`src/design/alle_pkg.sv`:
```
// ----------------------------------------------------------------------------
// alle_pkg
// Shared types and constants of the array linked list engine: operation and
// status codes, field widths and default sizes.
// ----------------------------------------------------------------------------
package alle_pkg;

  localparam int CAPACITY_DEF   = 64;
  localparam int ELEM_WIDTH_DEF = 8;

  localparam int OP_FW    = 2;
  localparam int SLOT_FW  = 6;
  localparam int VALUE_FW = 8;
  localparam int STAT_FW  = 2;

  typedef enum logic [OP_FW-1:0] {
    OP_INS_BEFORE = 2'd0,
    OP_INS_AFTER  = 2'd1,
    OP_REMOVE     = 2'd2,
    OP_FIND       = 2'd3
  } op_e;

  typedef enum logic [STAT_FW-1:0] {
    STAT_OK         = 2'd0,
    STAT_FULL       = 2'd1,
    STAT_NOT_FOUND  = 2'd2,
    STAT_BAD_ANCHOR = 2'd3
  } status_e;

endpackage

```
`src/design/alle_ram.sv`:
```
// ----------------------------------------------------------------------------
// alle_ram
// Generic single-clock RAM with one write port and one read port. The read
// data is registered and holds while no read is enabled.
// ----------------------------------------------------------------------------
module alle_ram #(
  parameter int Width = 8,
  parameter int Depth = 64
) (
  input  logic                     clk_i,
  input  logic                     we_i,
  input  logic [$clog2(Depth)-1:0] waddr_i,
  input  logic [Width-1:0]         wdata_i,
  input  logic                     re_i,
  input  logic [$clog2(Depth)-1:0] raddr_i,
  output logic [Width-1:0]         rdata_o
);

  logic [Width-1:0] mem_q [Depth];
  logic [Width-1:0] rdata_q;

  always_ff @(posedge clk_i) begin
    if (we_i) begin
      mem_q[waddr_i] <= wdata_i;
    end
  end

  always_ff @(posedge clk_i) begin
    if (re_i) begin
      rdata_q <= mem_q[raddr_i];
    end
  end

  assign rdata_o = rdata_q;

endmodule

```
`src/design/array_linked_list_engine_core.sv`:
```
// ----------------------------------------------------------------------------
// array_linked_list_engine_core
// Cyclic doubly linked list with a free list, kept in three RAMs: element
// plus live bit, next links and prev links. Slot 0 is the sentinel.
// ----------------------------------------------------------------------------
// After reset the block runs a clearing pass that writes the initial links
// and live bits into every slot of the RAMs; in_stall_o is high during it.
// Then each insert or remove reads its anchor's links from the RAMs and
// writes the changed links back. An insert or a remove goes through read,
// first write, second write and result. An insert or remove with an invalid
// anchor, or an insert into a full list, goes from the read straight to the
// result. A find scans the element RAM one slot per cycle from slot 1 and
// stops at the first live slot that matches, or at the last slot with a
// not-found status. One transaction is worked on at a time; a finished
// result sits in the output register, and the next transaction is accepted
// while it waits.
// ----------------------------------------------------------------------------
module array_linked_list_engine_core #(
  parameter int CAPACITY   = alle_pkg::CAPACITY_DEF,
  parameter int ELEM_WIDTH = alle_pkg::ELEM_WIDTH_DEF
) (
  input  logic                          clk_i,
  input  logic                          rst_ni,
  input  logic                          in_valid_i,
  output logic                          in_stall_o,
  input  logic [alle_pkg::OP_FW-1:0]    opcode_i,
  input  logic [alle_pkg::SLOT_FW-1:0]  anchor_slot_i,
  input  logic [alle_pkg::VALUE_FW-1:0] value_i,
  output logic                          out_valid_o,
  input  logic                          out_stall_i,
  output logic [alle_pkg::SLOT_FW-1:0]  slot_index_o,
  output logic [alle_pkg::STAT_FW-1:0]  status_o
);

  localparam int SW = $clog2(CAPACITY);
  localparam int EW = ELEM_WIDTH;
  localparam int NW = ELEM_WIDTH + 1;
  localparam int AW = (SW > alle_pkg::SLOT_FW) ? SW : alle_pkg::SLOT_FW;
  localparam int VW = (EW > alle_pkg::VALUE_FW) ? EW : alle_pkg::VALUE_FW;
  localparam logic [SW-1:0] LAST_SLOT = SW'(CAPACITY - 1);
  localparam logic [SW-1:0] FIRST_SLOT = SW'(1);
  localparam logic [SW-1:0] SECOND_SLOT = SW'(2);

  typedef enum logic [5:0] {
    ST_CLEAR = 6'b000001,
    ST_IDLE  = 6'b000010,
    ST_LOOK  = 6'b000100,
    ST_LINK  = 6'b001000,
    ST_SCAN  = 6'b010000,
    ST_DONE  = 6'b100000
  } state_e;

  state_e            state_q, state_d;
  logic [SW-1:0]     clr_q, clr_d;
  logic [SW-1:0]     fh_q, fh_d;
  logic [SW-1:0]     nfh_q, nfh_d;
  logic              pf_q, pf_d;
  alle_pkg::op_e     op_q, op_d;
  logic [SW-1:0]     anc_q, anc_d;
  logic              inr_q, inr_d;
  logic [EW-1:0]     val_q, val_d;
  logic [SW-1:0]     slot_q, slot_d;
  logic [SW-1:0]     before_q, before_d;
  logic [SW-1:0]     after_q, after_d;
  logic [SW-1:0]     scan_q, scan_d;
  logic [SW-1:0]     res_slot_q, res_slot_d;
  alle_pkg::status_e res_stat_q, res_stat_d;
  logic              out_valid_q, out_valid_d;
  logic [SW-1:0]     out_slot_q, out_slot_d;
  alle_pkg::status_e out_stat_q, out_stat_d;

  logic [AW-1:0]     anc_ext;
  logic [SW-1:0]     anc_in;
  logic              anc_inr;
  logic [VW-1:0]     val_ext;
  logic [AW-1:0]     out_slot_ext;
  logic              load_out;
  logic              node_live;

  logic          node_we, node_re;
  logic [SW-1:0] node_waddr, node_raddr;
  logic [NW-1:0] node_wdata, node_rdata;
  logic          next_we, next_re;
  logic [SW-1:0] next_waddr, next_raddr, next_wdata, next_rdata;
  logic          prev_we, prev_re;
  logic [SW-1:0] prev_waddr, prev_raddr, prev_wdata, prev_rdata;

  alle_ram #(.Width(NW), .Depth(CAPACITY)) u_node_ram (
    .clk_i   (clk_i),
    .we_i    (node_we),
    .waddr_i (node_waddr),
    .wdata_i (node_wdata),
    .re_i    (node_re),
    .raddr_i (node_raddr),
    .rdata_o (node_rdata)
  );

  alle_ram #(.Width(SW), .Depth(CAPACITY)) u_next_ram (
    .clk_i   (clk_i),
    .we_i    (next_we),
    .waddr_i (next_waddr),
    .wdata_i (next_wdata),
    .re_i    (next_re),
    .raddr_i (next_raddr),
    .rdata_o (next_rdata)
  );

  alle_ram #(.Width(SW), .Depth(CAPACITY)) u_prev_ram (
    .clk_i   (clk_i),
    .we_i    (prev_we),
    .waddr_i (prev_waddr),
    .wdata_i (prev_wdata),
    .re_i    (prev_re),
    .raddr_i (prev_raddr),
    .rdata_o (prev_rdata)
  );

  assign anc_ext   = AW'(anchor_slot_i);
  assign anc_in    = anc_ext[SW-1:0];
  assign anc_inr   = (32'(anchor_slot_i) < 32'(CAPACITY));
  assign val_ext   = VW'(value_i);
  assign node_live = node_rdata[NW-1];
  assign load_out  = (state_q == ST_DONE) && (!out_valid_q || !out_stall_i);

  always_comb begin
    state_d    = state_q;
    clr_d      = clr_q;
    fh_d       = fh_q;
    nfh_d      = pf_q ? next_rdata : nfh_q;
    pf_d       = 1'b0;
    op_d       = op_q;
    anc_d      = anc_q;
    inr_d      = inr_q;
    val_d      = val_q;
    slot_d     = slot_q;
    before_d   = before_q;
    after_d    = after_q;
    scan_d     = scan_q;
    res_slot_d = res_slot_q;
    res_stat_d = res_stat_q;

    node_we    = 1'b0;
    node_waddr = anc_q;
    node_wdata = {1'b0, val_q};
    node_re    = 1'b0;
    node_raddr = anc_in;
    next_we    = 1'b0;
    next_waddr = anc_q;
    next_wdata = '0;
    next_re    = 1'b0;
    next_raddr = anc_in;
    prev_we    = 1'b0;
    prev_waddr = anc_q;
    prev_wdata = '0;
    prev_re    = 1'b0;
    prev_raddr = anc_in;

    case (state_q)
      ST_CLEAR: begin
        node_we    = 1'b1;
        node_waddr = clr_q;
        node_wdata = {(clr_q == '0), EW'(0)};
        next_we    = 1'b1;
        next_waddr = clr_q;
        next_wdata = (clr_q == '0 || clr_q == LAST_SLOT) ? '0 : clr_q + 1'b1;
        prev_we    = 1'b1;
        prev_waddr = clr_q;
        prev_wdata = (clr_q == '0) ? '0 : clr_q - 1'b1;
        clr_d      = clr_q + 1'b1;
        if (clr_q == LAST_SLOT) begin
          state_d = ST_IDLE;
        end
      end
      ST_IDLE: begin
        if (in_valid_i) begin
          op_d  = alle_pkg::op_e'(opcode_i);
          anc_d = anc_in;
          inr_d = anc_inr;
          val_d = val_ext[EW-1:0];
          if (alle_pkg::op_e'(opcode_i) == alle_pkg::OP_FIND) begin
            node_re    = 1'b1;
            node_raddr = FIRST_SLOT;
            scan_d     = FIRST_SLOT;
            state_d    = ST_SCAN;
          end else begin
            node_re = 1'b1;
            next_re = 1'b1;
            prev_re = 1'b1;
            state_d = ST_LOOK;
          end
        end
      end
      ST_LOOK: begin
        res_slot_d = '0;
        if (op_q == alle_pkg::OP_REMOVE) begin
          if (anc_q == '0 || !inr_q || !node_live) begin
            res_stat_d = alle_pkg::STAT_BAD_ANCHOR;
            state_d    = ST_DONE;
          end else begin
            next_we    = 1'b1;
            next_waddr = prev_rdata;
            next_wdata = next_rdata;
            prev_we    = 1'b1;
            prev_waddr = next_rdata;
            prev_wdata = prev_rdata;
            node_we    = 1'b1;
            node_waddr = anc_q;
            node_wdata = {1'b0, val_q};
            state_d    = ST_LINK;
          end
        end else begin
          if (!inr_q || !node_live) begin
            res_stat_d = alle_pkg::STAT_BAD_ANCHOR;
            state_d    = ST_DONE;
          end else if (fh_q == '0) begin
            res_stat_d = alle_pkg::STAT_FULL;
            state_d    = ST_DONE;
          end else begin
            if (op_q == alle_pkg::OP_INS_AFTER) begin
              before_d = anc_q;
              after_d  = next_rdata;
            end else begin
              before_d = prev_rdata;
              after_d  = anc_q;
            end
            node_we    = 1'b1;
            node_waddr = fh_q;
            node_wdata = {1'b1, val_q};
            next_we    = 1'b1;
            next_waddr = fh_q;
            next_wdata = after_d;
            prev_we    = 1'b1;
            prev_waddr = fh_q;
            prev_wdata = before_d;
            slot_d     = fh_q;
            fh_d       = nfh_q;
            state_d    = ST_LINK;
          end
        end
      end
      ST_LINK: begin
        res_stat_d = alle_pkg::STAT_OK;
        if (op_q == alle_pkg::OP_REMOVE) begin
          next_we    = 1'b1;
          next_waddr = anc_q;
          next_wdata = fh_q;
          prev_we    = 1'b1;
          prev_waddr = anc_q;
          prev_wdata = '0;
          fh_d       = anc_q;
          nfh_d      = fh_q;
          res_slot_d = '0;
        end else begin
          next_we    = 1'b1;
          next_waddr = before_q;
          next_wdata = slot_q;
          prev_we    = 1'b1;
          prev_waddr = after_q;
          prev_wdata = slot_q;
          // prefetch the link behind the new free head
          next_re    = 1'b1;
          next_raddr = fh_q;
          pf_d       = 1'b1;
          res_slot_d = slot_q;
        end
        state_d = ST_DONE;
      end
      ST_SCAN: begin
        if (node_live && node_rdata[EW-1:0] == val_q) begin
          res_slot_d = scan_q;
          res_stat_d = alle_pkg::STAT_OK;
          state_d    = ST_DONE;
        end else if (scan_q == LAST_SLOT) begin
          res_slot_d = '0;
          res_stat_d = alle_pkg::STAT_NOT_FOUND;
          state_d    = ST_DONE;
        end else begin
          node_re    = 1'b1;
          node_raddr = scan_q + 1'b1;
          scan_d     = scan_q + 1'b1;
        end
      end
      ST_DONE: begin
        if (load_out) begin
          state_d = ST_IDLE;
        end
      end
      default: begin
        state_d = ST_IDLE;
      end
    endcase
  end

  always_comb begin
    out_valid_d = out_valid_q;
    out_slot_d  = out_slot_q;
    out_stat_d  = out_stat_q;
    if (load_out) begin
      out_valid_d = 1'b1;
      out_slot_d  = res_slot_q;
      out_stat_d  = res_stat_q;
    end else if (out_valid_q && !out_stall_i) begin
      out_valid_d = 1'b0;
    end
  end

  always_ff @(posedge clk_i or negedge rst_ni) begin
    if (!rst_ni) begin
      state_q     <= ST_CLEAR;
      clr_q       <= '0;
      fh_q        <= FIRST_SLOT;
      nfh_q       <= SECOND_SLOT;
      pf_q        <= 1'b0;
      out_valid_q <= 1'b0;
    end else begin
      state_q     <= state_d;
      clr_q       <= clr_d;
      fh_q        <= fh_d;
      nfh_q       <= nfh_d;
      pf_q        <= pf_d;
      out_valid_q <= out_valid_d;
    end
  end

  always_ff @(posedge clk_i) begin
    op_q       <= op_d;
    anc_q      <= anc_d;
    inr_q      <= inr_d;
    val_q      <= val_d;
    slot_q     <= slot_d;
    before_q   <= before_d;
    after_q    <= after_d;
    scan_q     <= scan_d;
    res_slot_q <= res_slot_d;
    res_stat_q <= res_stat_d;
    out_slot_q <= out_slot_d;
    out_stat_q <= out_stat_d;
  end

  assign out_slot_ext = AW'(out_slot_q);
  assign in_stall_o   = (state_q != ST_IDLE);
  assign out_valid_o  = out_valid_q;
  assign slot_index_o = out_slot_ext[alle_pkg::SLOT_FW-1:0];
  assign status_o     = out_stat_q;

endmodule
```
`config.mk`:
```
export PLATFORM = sky130hd
export DESIGN_NAME = array_linked_list_engine_core
export DESIGN_NICKNAME = d
export VERILOG_FILES = /design/src/design/alle_pkg.sv /design/src/design/alle_ram.sv /design/src/design/array_linked_list_engine_core.sv
export SDC_FILE = /design/constraint.sdc
export NUM_CORES = 2
export LEC_CHECK = 0
export ABC_CLOCK_PERIOD_IN_PS = 11200
export BUFFER_PORTS_ARGS = -buffer_cell sky130_fd_sc_hd__buf_4
export CORE_MARGIN = 2
export CORE_UTILIZATION = 45
export CTS_CLUSTER_DIAMETER = 200
export DETAILED_ROUTE_END_ITERATION = 6
export SYNTH_ARGS = -nofsm -noshare
export SYNTH_HDL_FRONTEND = slang
export SYNTH_SLANG_ARGS = --single-unit
```
`constraint.sdc`:
```
create_clock -name clk_i -period 11.2 [get_ports clk_i]
set_clock_uncertainty 0.2 [all_clocks]
set_input_delay 0.56 -clock clk_i [delete_from_list [all_inputs] [get_ports clk_i]]
set_output_delay 0.56 -clock clk_i [all_outputs]
set_load 0.05 [all_outputs]
```
==> impl_results.md <==
* Post-DP HPWL at 87600 µm
* Worst r2r dst: u_node_ram.mem_q[1][4]
* Run status: complete, no violations
* Iter 0 DRT Violations at 3709
* Cells after Synth at 3389
* Critical path data arrival time at 6.01 ns
* Syn_area_per_cell at 17.4 µm²
* Clk_lat worst skew at 0.79 ns
* CP bufs+invs at 1
* CP max-delay cell: nor2_1
* TritonCTS clock tree: yes
* Area Growth Syn to Fin at 11.8%
* GRT overflow at 0
* Final Worst Setup Slack at 5.38 ns
* P per Cell Area at 196 mW/mm²
* Longest Clk Path Bufs at 3
* Num ports at 30
* TritonCTS Buffers at 151
* Vias in the first global route at 32000
* DIE WIDTH at 366 µm
* Reg clk slew, reported paths at 0.06 ns
* Worst setup EP type: register
* Mapped Nets at 3413
* Wire per inst at 28.3 µm
* Hold/Removal Path Class: in -> async
* Initial antenna violation count at 7
* Final Setup Violations at 0
* Period utilisation layout at 52.0%
* WP data required at 11.39 ns
* Largest net degree at the start of global routing at 182
* Vias/cell at 6.13
* Synth cell types at 73
* Period minus WS final at 5.82 ns
* Top_reg_cell synth: edfxtp_1
* Cell Chain, Critical Path: nor4_1 > nand3b_1 > or2_1 > inv_2 > nor2_1 > a221oi_1 > nand3_1 > nor2_1
* Leakage power at 21.8 nW
* Core area at 0.130 mm²
* #FFs+latches synth at 1447
* Syn. warnings at 0
* Vias after detailed routing at 32300
* Die height at 366 µm
* WS Path Type: reg -> reg
* Critical path launch point type: register
* Worst-margin pin slew at 1.29 ns
* Nets at 3442
* Share of post-route cells with drive strength above 1 at 16.3%
* Async S/R FF share, synth at 1.80%
* Sink Count at 1447
* Antenna viol nets, final at 0
* Hold Worst Slack at 0.0454 ns
* Relative slew slack at 13.2%
* RSZ-0062 raised after global routing: false
* Die area at 0.134 mm²
* VDD IR-drop max at 151 µV
* First-pass GRT wire length at 218000 µm
* EDFF count, synth at 1421
* Setup WS pre-CTS at 5.61 ns
* Setup tns final at 0 ns
* Gp weighted congestion at 0.901
* Overall routed net length at 149000 µm
* First-pass iteration count of the detailed router at 5
* DRC Markers at 0
* Starting Density at 45.4%
* Max-cap violations at 0
* # fillers at 10600
* CTS root buf: clkbuf_16
* R2r startpoint: state_q[4]
* Seq/Total Area, Yosys at 73.6%
* Slew Limit Fails at 0
* R2r setup slk at 5.38 ns
* Depth of the CTS H-tree at 4
* Critical path's top delay family: simple AND/OR/NAND/NOR gates
* GRT Total Usage at 22.4%
* FMAX at 172 MHz
* Critical Path Max Stage Delay at 1.05 ns
* CP most frequent cell: nor2_1
* Row Count at 132
* Critical path peak fanout at 38
* Cell area after synthesis at 0.0589 mm²
* Final Hold Viols at 0
* Port buffer count at 29
* Setup bufs post-CTS at 0
* Reg2Reg Depth at 8
## metrics by stage
step | util, % | area [µm²] | std cells | power [mW]
after floorplan | - | 58900 | 3389 | 7.44
after global placement | 47.0 | 60900 | 4992 | 8.08
after detailed placement | 47.0 | 60900 | 4992 | 8.09
after CTS | 50.8 | 65800 | 5270 | 12.9
after global routing | 50.8 | 65800 | 5270 | 13.3
final | 50.8 | 65800 | 5272 | 12.9
## logic make-up after synthesis
family / share of synthesized area [%]
AO/OA/AOI/OAI: 7.78
multiplexers: 11.0
adder cells (fa/ha/maj): 0.0850
XOR/XNOR: 0.387
flip-flops: 73.6
buffers and inverters: 2.04
AND/OR/NAND/NOR: 5.11
## sequential cells by signal, summed over array words and instances (netlist names), 6 cells and up
name	cells
u_prev_ram.mem_q	384
after_q	6
fh_q	6
anc_q	6
slot_q	6
slot_index_o	6
clr_q	6
state_q	6
scan_q	6
u_next_ram.rdata_o	6
u_next_ram.mem_q	384
u_node_ram.mem_q	576
u_node_ram.rdata_o	9
val_q	8
nfh_q	6
before_q	6
u_prev_ram.rdata_o	6
res_slot_q	6
## cells in the mapped netlist (all sizes together) (4+ instances only)
| library cell | count | area [µm²] |
|---|---|---|
| xor2 | 7 | 61.3 |
| inv | 60 | 225 |
| a311oi | 18 | 158 |
| o211ai | 26 | 195 |
| a211oi | 51 | 383 |
| clkbuf | 141 | 529 |
| and3 | 10 | 62.6 |
| a32oi | 44 | 385 |
| o21ai | 28 | 140 |
| nand3b | 6 | 45.0 |
| nand2 | 245 | 920 |
| nand2b | 5 | 31.3 |
| a22o | 5 | 43.8 |
| nor3 | 24 | 130 |
| edfxtp | 1421 | 42700 |
| ha | 4 | 50.1 |
| a22oi | 37 | 283 |
| a221oi | 162 | 1420 |
| nor2 | 237 | 890 |
| a21boi | 4 | 30.0 |
| or3 | 4 | 25.0 |
| o221ai | 6 | 52.6 |
| or4 | 4 | 33.8 |
| a2111oi | 27 | 236 |
| nor2b | 10 | 62.6 |
| nor4 | 16 | 106 |
| a31oi | 10 | 62.6 |
| mux4 | 222 | 5000 |
| xnor2 | 19 | 166 |
| nand3 | 81 | 405 |
| buf | 83 | 443 |
| a21oi | 25 | 125 |
| mux2i | 121 | 1210 |
| mux2 | 23 | 259 |
| o21a | 94 | 706 |
| a221o | 13 | 130 |
| nand4 | 12 | 75.1 |
| o22ai | 9 | 56.3 |
| and2 | 22 | 138 |
| dfrtp | 23 | 576 |
## report_power, final
group / internal (mW) / leakage, nW / switching, mW / total [mW]
Sequential: 6.24 / 14.3 / 0.133 / 6.37
Combinational: 0.447 / 5.22 / 1.18 / 1.63
Clock: 2.83 / 2.30 / 2.06 / 4.89
## worst max-delay path by stage
| stage | from | to | slack, ns | cells after the start |
|---|---|---|---|---|
| 2_1_floorplan | state_q[4] | u_node_ram.mem_q[0][8] | 6.55 | 4 |
| 3_3_place_gp | opcode_i[0] | u_node_ram.rdata_o[8] | 5.67 | 11 |
| 3_5_place_dp | state_q[4] | u_node_ram.mem_q[1][4] | 5.61 | 8 |
| 4_1_cts | state_q[4] | u_node_ram.mem_q[1][7] | 5.52 | 8 |
| 5_1_grt | state_q[4] | u_node_ram.mem_q[1][6] | 5.09 | 8 |
| 6_report | state_q[4] | u_node_ram.mem_q[1][4] | 5.38 | 8 |
## metal layers
metal | share of wire (%) | GRT usage (%)
met2 | 48 | 35.4
met3 | 7.2 | 4.24
met4 | 2.3 | 6.23
met1 | 43 | 32.0
met5 | 0.035 | 0
## cell type report
cell class	instances	area, µm²	area share, %
Antenna cell	2	5.00	0.00760
Clock buffer	194	4010	6.10
Clock inverter	69	722	1.10
Inverter	61	229	0.348
Multi-Input combinational cell	1657	14500	22.0
Sequential cell	1447	43300	65.8
Tap cell	1742	2180	3.31
Timing Repair Buffer	100	830	1.26
## layout by cell type (no fill, tap or decap), types with 7 or more instances in the layout
cell	instances
o211ai_1	26
nor2b_1	8
inv_1	59
a221o_2	8
and2_1	12
nor3_1	21
mux2i_4	7
mux2i_1	113
o21a_1	94
a311oi_1	18
nand2_1	242
nor2_1	237
xnor2_1	19
and2_2	9
edfxtp_1	1421
o21ai_0	26
clkinv_2	12
nand3_1	80
a31oi_1	10
inv_6	8
clkbuf_1	39
nand4_1	12
and3_1	10
a2111oi_0	27
dfrtp_1	23
nor4_1	15
buf_4	81
clkbuf_16	154
dlygate4sd3_1	15
xor2_1	7
mux4_2	222
o22ai_1	9
a32oi_1	44
a211oi_1	51
bufinv_16	13
a221oi_1	162
a22oi_1	36
clkinv_1	29
mux2_2	22
a21oi_1	25
## repair_timing
action,in CTS,in global routing
gates resized for setup,0,0
hold buffers,15,0
hold endpoints to repair,41,0
Power figures use the tool's default switching activity.
